## config.mk

```make
export PLATFORM = sky130hd
export DESIGN_NAME = timer_event_queue
export DESIGN_NICKNAME = d
export VERILOG_FILES = /design/src/rtl/core/teq_pkg.sv /design/src/rtl/core/timer_event_queue.sv
export SDC_FILE = /design/constraint.sdc
export NUM_CORES = 2
export LEC_CHECK = 0
export ABC_AREA = 1
export ABC_CLOCK_PERIOD_IN_PS = 12600
export BUFFER_PORTS_ARGS = -buffer_cell sky130_fd_sc_hd__buf_2
export CORE_ASPECT_RATIO = 1.4
export CORE_MARGIN = 1
export CORE_UTILIZATION = 50
export CTS_CLUSTER_SIZE = 14
export DETAILED_ROUTE_END_ITERATION = 10
export MAX_ROUTING_LAYER = met4
export PLACE_DENSITY = 0.68
export SKIP_LAST_GASP = 1
export SYNTH_ARGS = -nofsm -noshare
export SYNTH_HDL_FRONTEND = slang
export SYNTH_SLANG_ARGS = --single-unit
export TNS_END_PERCENT = 5
```

## constraint.sdc

```tcl
create_clock -name clk -period 12.6 [get_ports clk]
set_clock_uncertainty 0.1 [all_clocks]
set_input_delay 0 -clock clk [delete_from_list [all_inputs] [get_ports clk]]
set_output_delay 0 -clock clk [all_outputs]
set_load 0.02 [all_outputs]
```

## src/rtl/core/teq_pkg.sv

```systemverilog
// Package for the timer event queue: sizes, command and result codes, state type.
// No dependencies.
`timescale 1ns / 1ps
package teq_pkg;
	localparam int ENTRIES   = 16;
	localparam int SLOT_BITS = $clog2(ENTRIES);
	localparam int TIME_BITS = 48;
	localparam int ID_BITS   = 32;

	typedef enum logic [1:0] {
		CMD_SCHED   = 2'd0,
		CMD_CANCEL  = 2'd1,
		CMD_ADVANCE = 2'd2,
		CMD_NONE    = 2'd3
	} cmd_t;

	typedef enum logic [1:0] {
		KIND_FIRED  = 2'd0,
		KIND_REPORT = 2'd1,
		KIND_SACK   = 2'd2,
		KIND_CACK   = 2'd3
	} kind_t;

	localparam logic [1:0] ERR_OK   = 2'd0;
	localparam logic [1:0] ERR_FULL = 2'd1;
	localparam logic [1:0] ERR_IDS  = 2'd2;

	typedef enum logic [2:0] {
		ST_IDLE,
		ST_CMD,
		ST_SCAN,
		ST_DECIDE,
		ST_OUT
	} state_t;
endpackage

```

## src/rtl/core/timer_event_queue.sv

```systemverilog
// Timer event queue top level: slot table, command sequencer, shared scan unit.
// Depends on teq_pkg.
`timescale 1ns / 1ps
// A command beat (schedule, cancel, advance, none) is answered by an optional
// ack beat, one fired beat per expired live event, and a report beat with tlast
// set. The table is scanned one slot per cycle by one shared compare unit. A
// command is decoded and then the table is scanned in full; the ack beat, if any,
// goes out before the first decision, and each fired event and each expired
// cancelled event is followed by a new full scan. m_tready low holds off a beat.
// s_tready stays low from the accepted beat until the report beat has been taken.
module timer_event_queue import teq_pkg::*; (
	input  logic         clk,
	input  logic         arst_n,
	input  logic         s_tvalid,
	output logic         s_tready,
	input  logic [1:0]   s_tuser, // command
	// delay[47:0], elapsed[79:48], handler[87:80], user_context[151:88],
	// cancel_id[183:152]
	input  logic [183:0] s_tdata,
	output logic         m_tvalid,
	input  logic         m_tready,
	// event_id[31:0], fired_handler[39:32], fired_context[103:40],
	// has_pending[104], time_until_next[152:105], error[154:153], found[155]
	output logic [159:0] m_tdata,
	output logic [1:0]   m_tuser, // kind
	output logic         m_tlast
);
	localparam logic [TIME_BITS-1:0] TMAX = '1;
	localparam logic [ID_BITS-1:0]   IDMAX = '1;

	state_t state_q, state_n;
	logic [TIME_BITS-1:0] now_q;
	logic [ID_BITS-1:0]   nid_q;
	logic [ENTRIES-1:0]   used_q, live_q;
	logic [TIME_BITS-1:0] dl_q  [ENTRIES];
	logic [ID_BITS-1:0]   id_q  [ENTRIES];
	logic [7:0]           hnd_q [ENTRIES];
	logic [63:0]          ctx_q [ENTRIES];

	logic [185:0]         cmd_q;
	logic [SLOT_BITS-1:0] idx_q;
	logic                 best_v_q;
	logic [SLOT_BITS-1:0] best_q;
	logic                 ack_pend_q;
	logic [1:0]           o_kind_q, o_kind_n;
	logic [159:0]         o_data_q, o_data_n;
	logic                 o_last_q, o_last_n;

	logic [1:0]           cmd;
	logic [TIME_BITS-1:0] delay;
	logic [31:0]          elapsed;
	logic [ID_BITS-1:0]   cid;
	logic [SLOT_BITS-1:0] slot, freeslot;
	logic                 has_free;
	logic                 better;
	logic                 sched_ok;
	logic                 cancel_hit;
	logic                 expire;
	logic [TIME_BITS:0]   sum;

	assign cmd     = cmd_q[1:0];
	assign delay   = cmd_q[49:2];
	assign elapsed = cmd_q[81:50];
	assign cid     = cmd_q[185:154];
	assign slot    = idx_q;

	always_comb begin
		has_free = 1'b0;
		freeslot = '0;
		for (int i = ENTRIES-1; i >= 0; i--) begin
			if (!used_q[i]) begin
				has_free = 1'b1;
				freeslot = SLOT_BITS'(i);
			end
		end
	end

	// shared compare unit
	assign better = used_q[slot] && (!best_v_q || dl_q[slot] < dl_q[best_q] ||
		(dl_q[slot] == dl_q[best_q] && id_q[slot] < id_q[best_q]));

	assign sched_ok   = (cmd == CMD_SCHED) && (nid_q != IDMAX) && has_free;
	assign cancel_hit = (cmd == CMD_CANCEL) && ack_pend_q && used_q[slot] &&
		(id_q[slot] == cid);
	assign expire     = best_v_q && (dl_q[best_q] <= now_q);

	always_comb begin
		if (cmd == CMD_SCHED) sum = {1'b0, now_q} + {1'b0, delay};
		else sum = {1'b0, now_q} + (TIME_BITS+1)'(elapsed);
	end

	assign s_tready = (state_q == ST_IDLE);
	assign m_tvalid = (state_q == ST_OUT);
	assign m_tdata  = o_data_q;
	assign m_tuser  = o_kind_q;
	assign m_tlast  = o_last_q;

	always_comb begin
		state_n = state_q;
		unique case (state_q)
			ST_IDLE:   if (s_tvalid) state_n = ST_CMD;
			ST_CMD:    state_n = ST_SCAN;
			ST_SCAN:   if (idx_q == SLOT_BITS'(ENTRIES-1)) state_n = ST_DECIDE;
			ST_DECIDE: state_n = (!ack_pend_q && expire && !live_q[best_q]) ?
				ST_SCAN : ST_OUT;
			ST_OUT:    if (m_tready) state_n = o_last_q ? ST_IDLE :
				(ack_pend_q ? ST_DECIDE : ST_SCAN);
			default:   state_n = ST_IDLE;
		endcase
	end

	always_comb begin
		o_kind_n = o_kind_q;
		o_data_n = o_data_q;
		o_last_n = o_last_q;
		unique case (state_q)
			ST_CMD: begin
				o_data_n = '0;
				o_last_n = 1'b0;
				if (cmd == CMD_SCHED) begin
					o_kind_n = KIND_SACK;
					if (nid_q == IDMAX) o_data_n[154:153] = ERR_IDS;
					else if (!has_free) o_data_n[154:153] = ERR_FULL;
					else o_data_n[31:0] = 32'(nid_q + 1'b1);
				end else begin
					o_kind_n = KIND_CACK;
				end
			end
			ST_SCAN: if (cancel_hit && live_q[slot]) o_data_n[155] = 1'b1;
			ST_DECIDE: begin
				if (!ack_pend_q) begin
					o_data_n = '0;
					if (expire) begin
						o_kind_n         = KIND_FIRED;
						o_data_n[31:0]   = 32'(id_q[best_q]);
						o_data_n[39:32]  = hnd_q[best_q];
						o_data_n[103:40] = ctx_q[best_q];
					end else begin
						o_kind_n = KIND_REPORT;
						o_last_n = 1'b1;
						if (best_v_q) begin
							o_data_n[104]     = 1'b1;
							o_data_n[152:105] = 48'(dl_q[best_q] - now_q);
						end
					end
				end
			end
			default: ;
		endcase
	end

	always_ff @(posedge clk or negedge arst_n) begin
		if (!arst_n) begin
			state_q    <= ST_IDLE;
			now_q      <= '0;
			nid_q      <= '0;
			used_q     <= '0;
			cmd_q      <= '0;
			idx_q      <= '0;
			best_v_q   <= 1'b0;
			best_q     <= '0;
			ack_pend_q <= 1'b0;
			o_kind_q   <= '0;
			o_data_q   <= '0;
			o_last_q   <= 1'b0;
		end else begin
			state_q  <= state_n;
			o_kind_q <= o_kind_n;
			o_data_q <= o_data_n;
			o_last_q <= o_last_n;
			unique case (state_q)
				ST_IDLE: if (s_tvalid) cmd_q <= {s_tdata, s_tuser};
				ST_CMD: begin
					idx_q      <= '0;
					best_v_q   <= 1'b0;
					ack_pend_q <= (cmd == CMD_SCHED) || (cmd == CMD_CANCEL);
					if (sched_ok) begin
						nid_q            <= nid_q + 1'b1;
						used_q[freeslot] <= 1'b1;
					end
					if (cmd == CMD_ADVANCE)
						now_q <= sum[TIME_BITS] ? TMAX : sum[TIME_BITS-1:0];
				end
				ST_SCAN: begin
					if (better) begin
						best_v_q <= 1'b1;
						best_q   <= slot;
					end
					idx_q <= idx_q + 1'b1;
				end
				ST_DECIDE: begin
					if (!ack_pend_q) begin
						idx_q    <= '0;
						best_v_q <= 1'b0;
						if (expire) used_q[best_q] <= 1'b0;
					end
				end
				ST_OUT: if (m_tready) ack_pend_q <= 1'b0;
				default: ;
			endcase
		end
	end

	// slot contents, read only for slots in use
	always_ff @(posedge clk) begin
		if (state_q == ST_CMD && sched_ok) begin
			live_q[freeslot] <= 1'b1;
			dl_q[freeslot]   <= sum[TIME_BITS] ? TMAX : sum[TIME_BITS-1:0];
			id_q[freeslot]   <= nid_q + 1'b1;
			hnd_q[freeslot]  <= cmd_q[89:82];
			ctx_q[freeslot]  <= cmd_q[153:90];
		end
		if (state_q == ST_SCAN && cancel_hit) live_q[slot] <= 1'b0;
	end
endmodule
```

=== Word-level counts from Yosys, hierarchy flattened ===
Memory sizes are Yosys's and may differ from the RTL's.
Index checks and enable logic that the tools add are counted.

* Magnitude comparators: 9
* Equality and inequality tests: 20
* Muxes and demuxes: 89
* $mul: 0
* Div/mod/pow operators: 0
* Shift-type cells: 0
* Bitwise gates (word level): 6
* Reductions and logical operators: 39
* Add/sub/neg operators: 5

{| class="wikitable"
|+ Operators with widths
! operator !! number
|-
| 155-bit case mux with 2 select lines || 1
|-
| 160-bit two-way mux || 1
|-
| 49-bit two-way mux || 3
|-
| 104-bit two-way mux || 1
|-
| 32-bit two-way mux || 3
|-
| 16-bit two-way mux || 5
|-
| 4-bit two-way mux || 17
|-
| 48-bit by 32-bit adder with 49-bit output || 1
|-
| 48-bit by 48-bit adder with 49-bit output || 1
|-
| 48-bit equality test || 1
|-
| 48-bit less-or-equal comparator || 1
|-
| 48-bit < comparator || 1
|-
| 48-bit two-way mux || 1
|-
| 48-bit subtractor || 1
|-
| 1-bit two-way mux || 34
|-
| 32-bit by 1-bit adder with 32-bit output (second input constant) || 1
|-
| 16-bit bitwise AND || 2
|-
| 32-bit equality test || 1
|-
| 32-bit equality test (second input constant) || 1
|-
| 32-bit < comparator || 1
|-
| 32-bit inequality test (second input constant) || 1
|-
| 16-bit inverter || 2
|-
| 16-bit OR || 2
|-
| 16-bit case mux with 2 select lines || 1
|-
| other kinds (31) || 84
|}

* ROM bits: 0
* Output and inout port bits: 165
* Register bits after elaboration: 474
* Latch bits: 0
* Word-level logic and storage cells: 186
* Bits of input ports: 190
* Memories: 4
* Bits in writable memories: 2432

{| class="wikitable"
|+ Memory list
! name !! words !! bits a word !! rd ports !! clocked after memory_dff !! write ports !! line !! source
|-
| ctx_q || 16 || 64 || 1 || 0 || 1 || timer_event_queue.sv:38 || <nowiki>logic [63:0] ctx_q [ENTRIES];</nowiki>
|-
| dl_q || 16 || 48 || 2 || 0 || 1 || timer_event_queue.sv:35 || <nowiki>logic [TIME_BITS-1:0] dl_q [ENTRIES];</nowiki>
|-
| id_q || 16 || 32 || 2 || 0 || 1 || timer_event_queue.sv:36 || <nowiki>logic [ID_BITS-1:0] id_q [ENTRIES];</nowiki>
|-
| hnd_q || 16 || 8 || 1 || 0 || 1 || timer_event_queue.sv:37 || <nowiki>logic [7:0] hnd_q [ENTRIES];</nowiki>
|}

=== Logic depth before layout (Yosys ltp) ===
* Word-level depth: 24
* Gate-level depth with buffers: 28
* Mapped depth without buffers: 24

=== Worst setup path before layout ===
Ideal clock, no wire load.

* Path kind: register -> register
* Start: register used_q[15]
* End: memory ctx_q[15][0] (enable)
* Buffers on the path: 0
* Stages on the path, launching flop included: 11
* Data required time: 11.834 ns
* Slack: 3.721 ns
* Clock period less this slack: 8.879 ns
* Library setup time: 0.666 ns
* Arrival: 8.113 ns
* Path through: dfrtp_1 -> nand2_1 -> nand3_1 -> nand3_1 -> nand3_1 -> a31o_2 -> a31oi_1 -> clkinv_1 -> nor2_1 -> nand2_1 -> nor2_1

* Longest elaborated chain between the ends: 20
* Elaborated cells between the ends (all ways): 36
* Those cells by class: 34 x mux; 2 x reduce/logical

{| class="wikitable"
|+ Ends and longest elaborated chain
! what !! line !! source
|-
| start, declared || timer_event_queue.sv:34 || <nowiki>logic [ENTRIES-1:0] used_q, live_q;</nowiki>
|-
| start signal, assigned || timer_event_queue.sv:157 || <nowiki>used_q <= '0;</nowiki>
|-
| start signal, assigned by index || timer_event_queue.sv:179 || <nowiki>used_q[freeslot] <= 1'b1;</nowiki>
|-
| start signal, assigned by index || timer_event_queue.sv:195 || <nowiki>if (expire) used_q[best_q] <= 1'b0;</nowiki>
|-
| 1-bit two-way mux (16 in series) || timer_event_queue.sv:71 || <nowiki>if (!used_q[i]) begin</nowiki>
|-
| 1-bit logical AND || timer_event_queue.sv:82 || <nowiki>assign sched_ok = (cmd == CMD_SCHED) && (nid_q != IDMAX) && has_free;</nowiki>
|-
| 1-bit logical AND || timer_event_queue.sv:206 || <nowiki>if (state_q == ST_CMD && sched_ok) begin</nowiki>
|-
| 1-bit two-way mux || timer_event_queue.sv:206 ||
|-
| 1-bit two-way mux (implied by the code) || timer_event_queue.sv:211 || <nowiki>ctx_q[freeslot] <= cmd_q[153:90];</nowiki>
|-
| end, declared || timer_event_queue.sv:38 ||
|}

Parallel ways exist; a longest one is shown, timed or not.

=== Final worst setup path ===
* Start: register best_q[1]
* End: register best_q[1]

* Longest elaborated chain between the ends: 6
* Elaborated cells between the ends (all ways): 10
* Those cells by class: 2 x order compare; 1 x eq/ne; 5 x reduce/logical; 2 x memory

{| class="wikitable"
|+ Ends and longest elaborated chain
! what !! line !! source
|-
| start, declared || timer_event_queue.sv:43 || <nowiki>logic [SLOT_BITS-1:0] best_q;</nowiki>
|-
| start signal, assigned || timer_event_queue.sv:187 || <nowiki>best_q <= slot;</nowiki>
|-
| memory 16 x 48 bit / memory 16 x 32 bit (equally long branches) || n/a ||
|-
| 48-bit < comparator (tied with other cells) || timer_event_queue.sv:79 || <nowiki>assign better = used_q[slot] && (!best_v_q || dl_q[slot] < dl_q[best_q] ||</nowiki>
|-
| 1-bit logical OR / 1-bit logical AND (equally long branches) || timer_event_queue.sv:79, timer_event_queue.sv:80 ||
|-
| 1-bit logical OR (*) || timer_event_queue.sv:79 ||
|-
| 1-bit logical AND (*) || timer_event_queue.sv:79 ||
|-
| 2-bit AND reduction (no line) (*) || n/a ||
|}

Mark *: on every way between the ends. The rest lies on a longest branch, timed or not.
A chain may end at the register's enable or synchronous reset.

==> flow_summary.toml <==
[outcome]
status = "finished clean"

[yosys]
synth_area_leaders = "edfxtp_1 (57%), dfrtp_1 (8.8%), nand2_1 (5.5%)"
synth_top_area_share_pct = 56.5
ys_seq_elements = 2902
synth_warnings = 0
synth-main-ff-cell = "edfxtp_1"
syn-cell-area_sq_um = 129000
synth_xor_area_share_pct = 0.691
synth_top_area_cell = "edfxtp_1"
synthSimpleGateAreaFrac_pct = 13.4
synth.avg_cell_area_sq_um = 11.1
synth_fa_ha_area_share_pct = 1.77
ys_async_sr_fraction_pct = 15.6
synth_top_family_by_area = "compound AO/OA/AOI/OAI gates"
synth.area.mux_share_pct = 1.39
syn_inst = 11617
yosysSeqAreaShare_pct = 65.6
synth_compound_area_share_pct = 13.4
synth_edf_count = 2432
synth_cell_types = 58

[setup_path]
crit_fanout = 151
worstPathArrival_ps = 8920
cpMaxStageDelayCell = "nor3_1"
path_cells = "buf_12 -> nand2_4 -> inv_8 -> buf_4 -> a22oi_1 -> nand2_1 -> nand2_1 -> nand4_1 -> inv_1 -> ha_1 -> nand4_1 -> nor4_1 -> nand2_1 -> nor3_1 -> nand4_1 -> nor2_1 -> nand2_1 -> nand2_1 -> nand2_1 -> nand2_1 -> nand2_1"
crit_family = "simple AND/OR/NAND/NOR gates"
worst-path-buf-inv = 4
endpoint_kind = "flip-flop"
worst_path_largest_cell_delay_ps = 890
required_ps = 13230
startpoint_type = "flip-flop"
path_class = "flip-flop to flip-flop"
cp_common_cell = "nand2_1"

[route]
avgViaCountPerCell = 6.46
first_pass_iters = 9
vias = 101758
ant_nets = 0
wl_per_cell_um = 28.2
wirelength_um = 444000
drtIter0Drc = 14019
drc = 0

[clock_tree]
clock_latency_ps = 890
cts_resized = 0
cts_tree = "done"
clock_path_buffers = 4
path_clk_slew_ps = 70
htreeDepth = 5
clkSinkCount = 2902
root_buffer = "clkbuf_16"
cts_made_buffers = 284
postCtsSetupRepairBufs = 0

[floorplanning]
die_area_sq_um = 260000
rows = 220
fp.coreArea_sq_um = 257000
die_w_um = 432
die_h_um = 603
initial_core_util_pct = 50.3
io_pins = 355

[timing]
slew_viol_final = 0
setup_ws_ps = 4320
slew_headroom_pct = 11.7
setup_viol = 0
rsz0062_at_grt = "no"
tns_ps = 0
worstMarginPinSlew_ps = 1320
max_freq_mhz = 121
finalCritPeriodShare_pct = 65.7
period_needed_ps = 8280
hold_viol = 0
whs_ps = 325

[global_route]
use_met3_pct = 6.15
top_usage_layer = "met2"
grt_max_degree = 193
antenna_found_initial = 15
grt-ovfl-total = 0
met1_usage_pct = 43.1
gr-usage-all-layers_pct = 34.2
grt_pass1_wl_um = 643000
grt_use_met2_pct = 52.8
grt_pass1_vias = 99002

[layout]
final_cell_mix = "edfxtp_1 (2432), nand2_1 (1879), nor2_1 (1378), o21ai_0 (882), a22oi_1 (633)"
final_common_cell = "edfxtp_1"
synthToLayoutAreaGrowth_pct = 13.8
layout-drive-gt1-share_pct = 9.62
num-nets-final = 12443
layout.cells.non_filler = 15755
fill_cells = 20637

[hold_path]
hold_class = "input port to flip-flop"

[placed_design]
place_congestion = 0.989
dp_hpwl_um = 244000
portBuffers = 350
dp_slack_ps = 4700
place_inst = 14847

[pwr]
p_per_area_nw_per_um2 = 247
vdd_drop_max_uv = 192
power.leakage_nw = 53.2
power_w = 0.0363

[run]
cap_violations = 0
## power by group
part / switching, W / internal (W) / total (W)
Sequential: 0.00104 / 0.0129 / 0.0140
Clock: 0.00369 / 0.00480 / 0.00849
Combinational: 0.0101 / 0.00371 / 0.0138
## flip-flops by register name (all words and copies together), names as in the netlist
signal      count
ctx_q        1024
dl_q          768
id_q          512
cmd_q         186
m_tdata       156
hnd_q         128
now_q          48
nid_q          32
live_q         16
used_q         16
best_q          4
idx_q           4
state_q         3
m_tuser         2
ack_pend_q      1
best_v_q        1
m_tlast         1
## worst min-delay path, cell delays in order
cell	delay, ps
dlygate4sd3_1	520
buf_2	90
dlygate4sd3_1	530
mux2_2	140
## cells by family (layout without fill, tap and decap cells)
family,count (synthesis),in the layout
XOR/XNOR,102,102
flip-flops,2902,2902
other,1,24
adder cells (fa/ha/maj),182,182
buffers and inverters,1230,1904
AO/OA/AOI/OAI,2827,2827
AND/OR/NAND/NOR,4214,4214
multiplexers,159,159
## path summary, 6_finish.rpt
kind                                                 end  slack, ps  cells past startpoint                    start
max in group asynchronous       m_tdata[107]$_DFFE_PN0P_      10350                      5                   arst_n
worst max register to register     best_q[1]$_DFFE_PN0P_       4320                     21    best_q[1]$_DFFE_PN0P_
min in group asynchronous         cmd_q[109]$_DFFE_PN0P_        370                      4                   arst_n
worst min-delay path              cmd_q[142]$_DFFE_PN0P_        330                      4             s_tdata[140]
worst min register to register   m_tdata[97]$_DFFE_PN0P_        380                      2  m_tdata[97]$_DFFE_PN0P_
worst max-delay path               best_q[1]$_DFFE_PN0P_       4320                     21    best_q[1]$_DFFE_PN0P_
## cell usage after synthesis (all sizes together) (3+ instances only)
master / count
a211oi: 5
a21boi: 9
a21o: 7
a21oi: 336
a22oi: 633
a31o: 4
a31oi: 15
a32o: 3
buf: 186
clkbuf: 548
clkinv: 5
dfrtp: 454
dfxtp: 16
edfxtp: 2432
ha: 180
inv: 491
mux2: 159
nand2: 1883
nand3: 158
nand4: 177
nor2: 1411
nor3: 534
nor4: 14
o211ai: 5
o21a: 18
o21ai: 994
o21bai: 14
o221ai: 45
o22ai: 518
o31ai: 171
o41ai: 40
or2: 31
xnor2: 24
xor2: 78
## through the flow
| step | util, % | instance area [sq um] |
|---|---|---|
| floorplan | - | 129000 |
| global placement | 52.2 | 134000 |
| detailed placement | 52.2 | 134000 |
| CTS | 57.2 | 147000 |
| global route | 57.2 | 147000 |
| finish | 57.2 | 147000 |
## layer usage
| metal | vias up | wire, um |
|---|---|---|
| li1 | 43257 | - |
| met3 | 1444 | 50100 |
| met4 | 0 | 26000 |
| met1 | 50041 | 161000 |
| met5 | - | 0 |
| met2 | 7016 | 206000 |
## what timing repair did
action                                  CTS  global route
endpoints found under the hold margin   458             0
hold buffers                            379             0
endpoints found under the setup margin    0             0
## layout make-up
cell class                 instances  area (sq um)  area share (%)
antenna                           20          50.0          0.0340
clock buffer                     394          7990            5.44
clock inverter                   115          1060           0.720
inverter                         496          1950            1.32
multi-input combinational       7488         39900            27.2
sequential                      2902         84700            57.6
tap                             3441          4310            2.93
timing repair buffer             899          7010            4.77
Power figures use the tool's default switching activity.
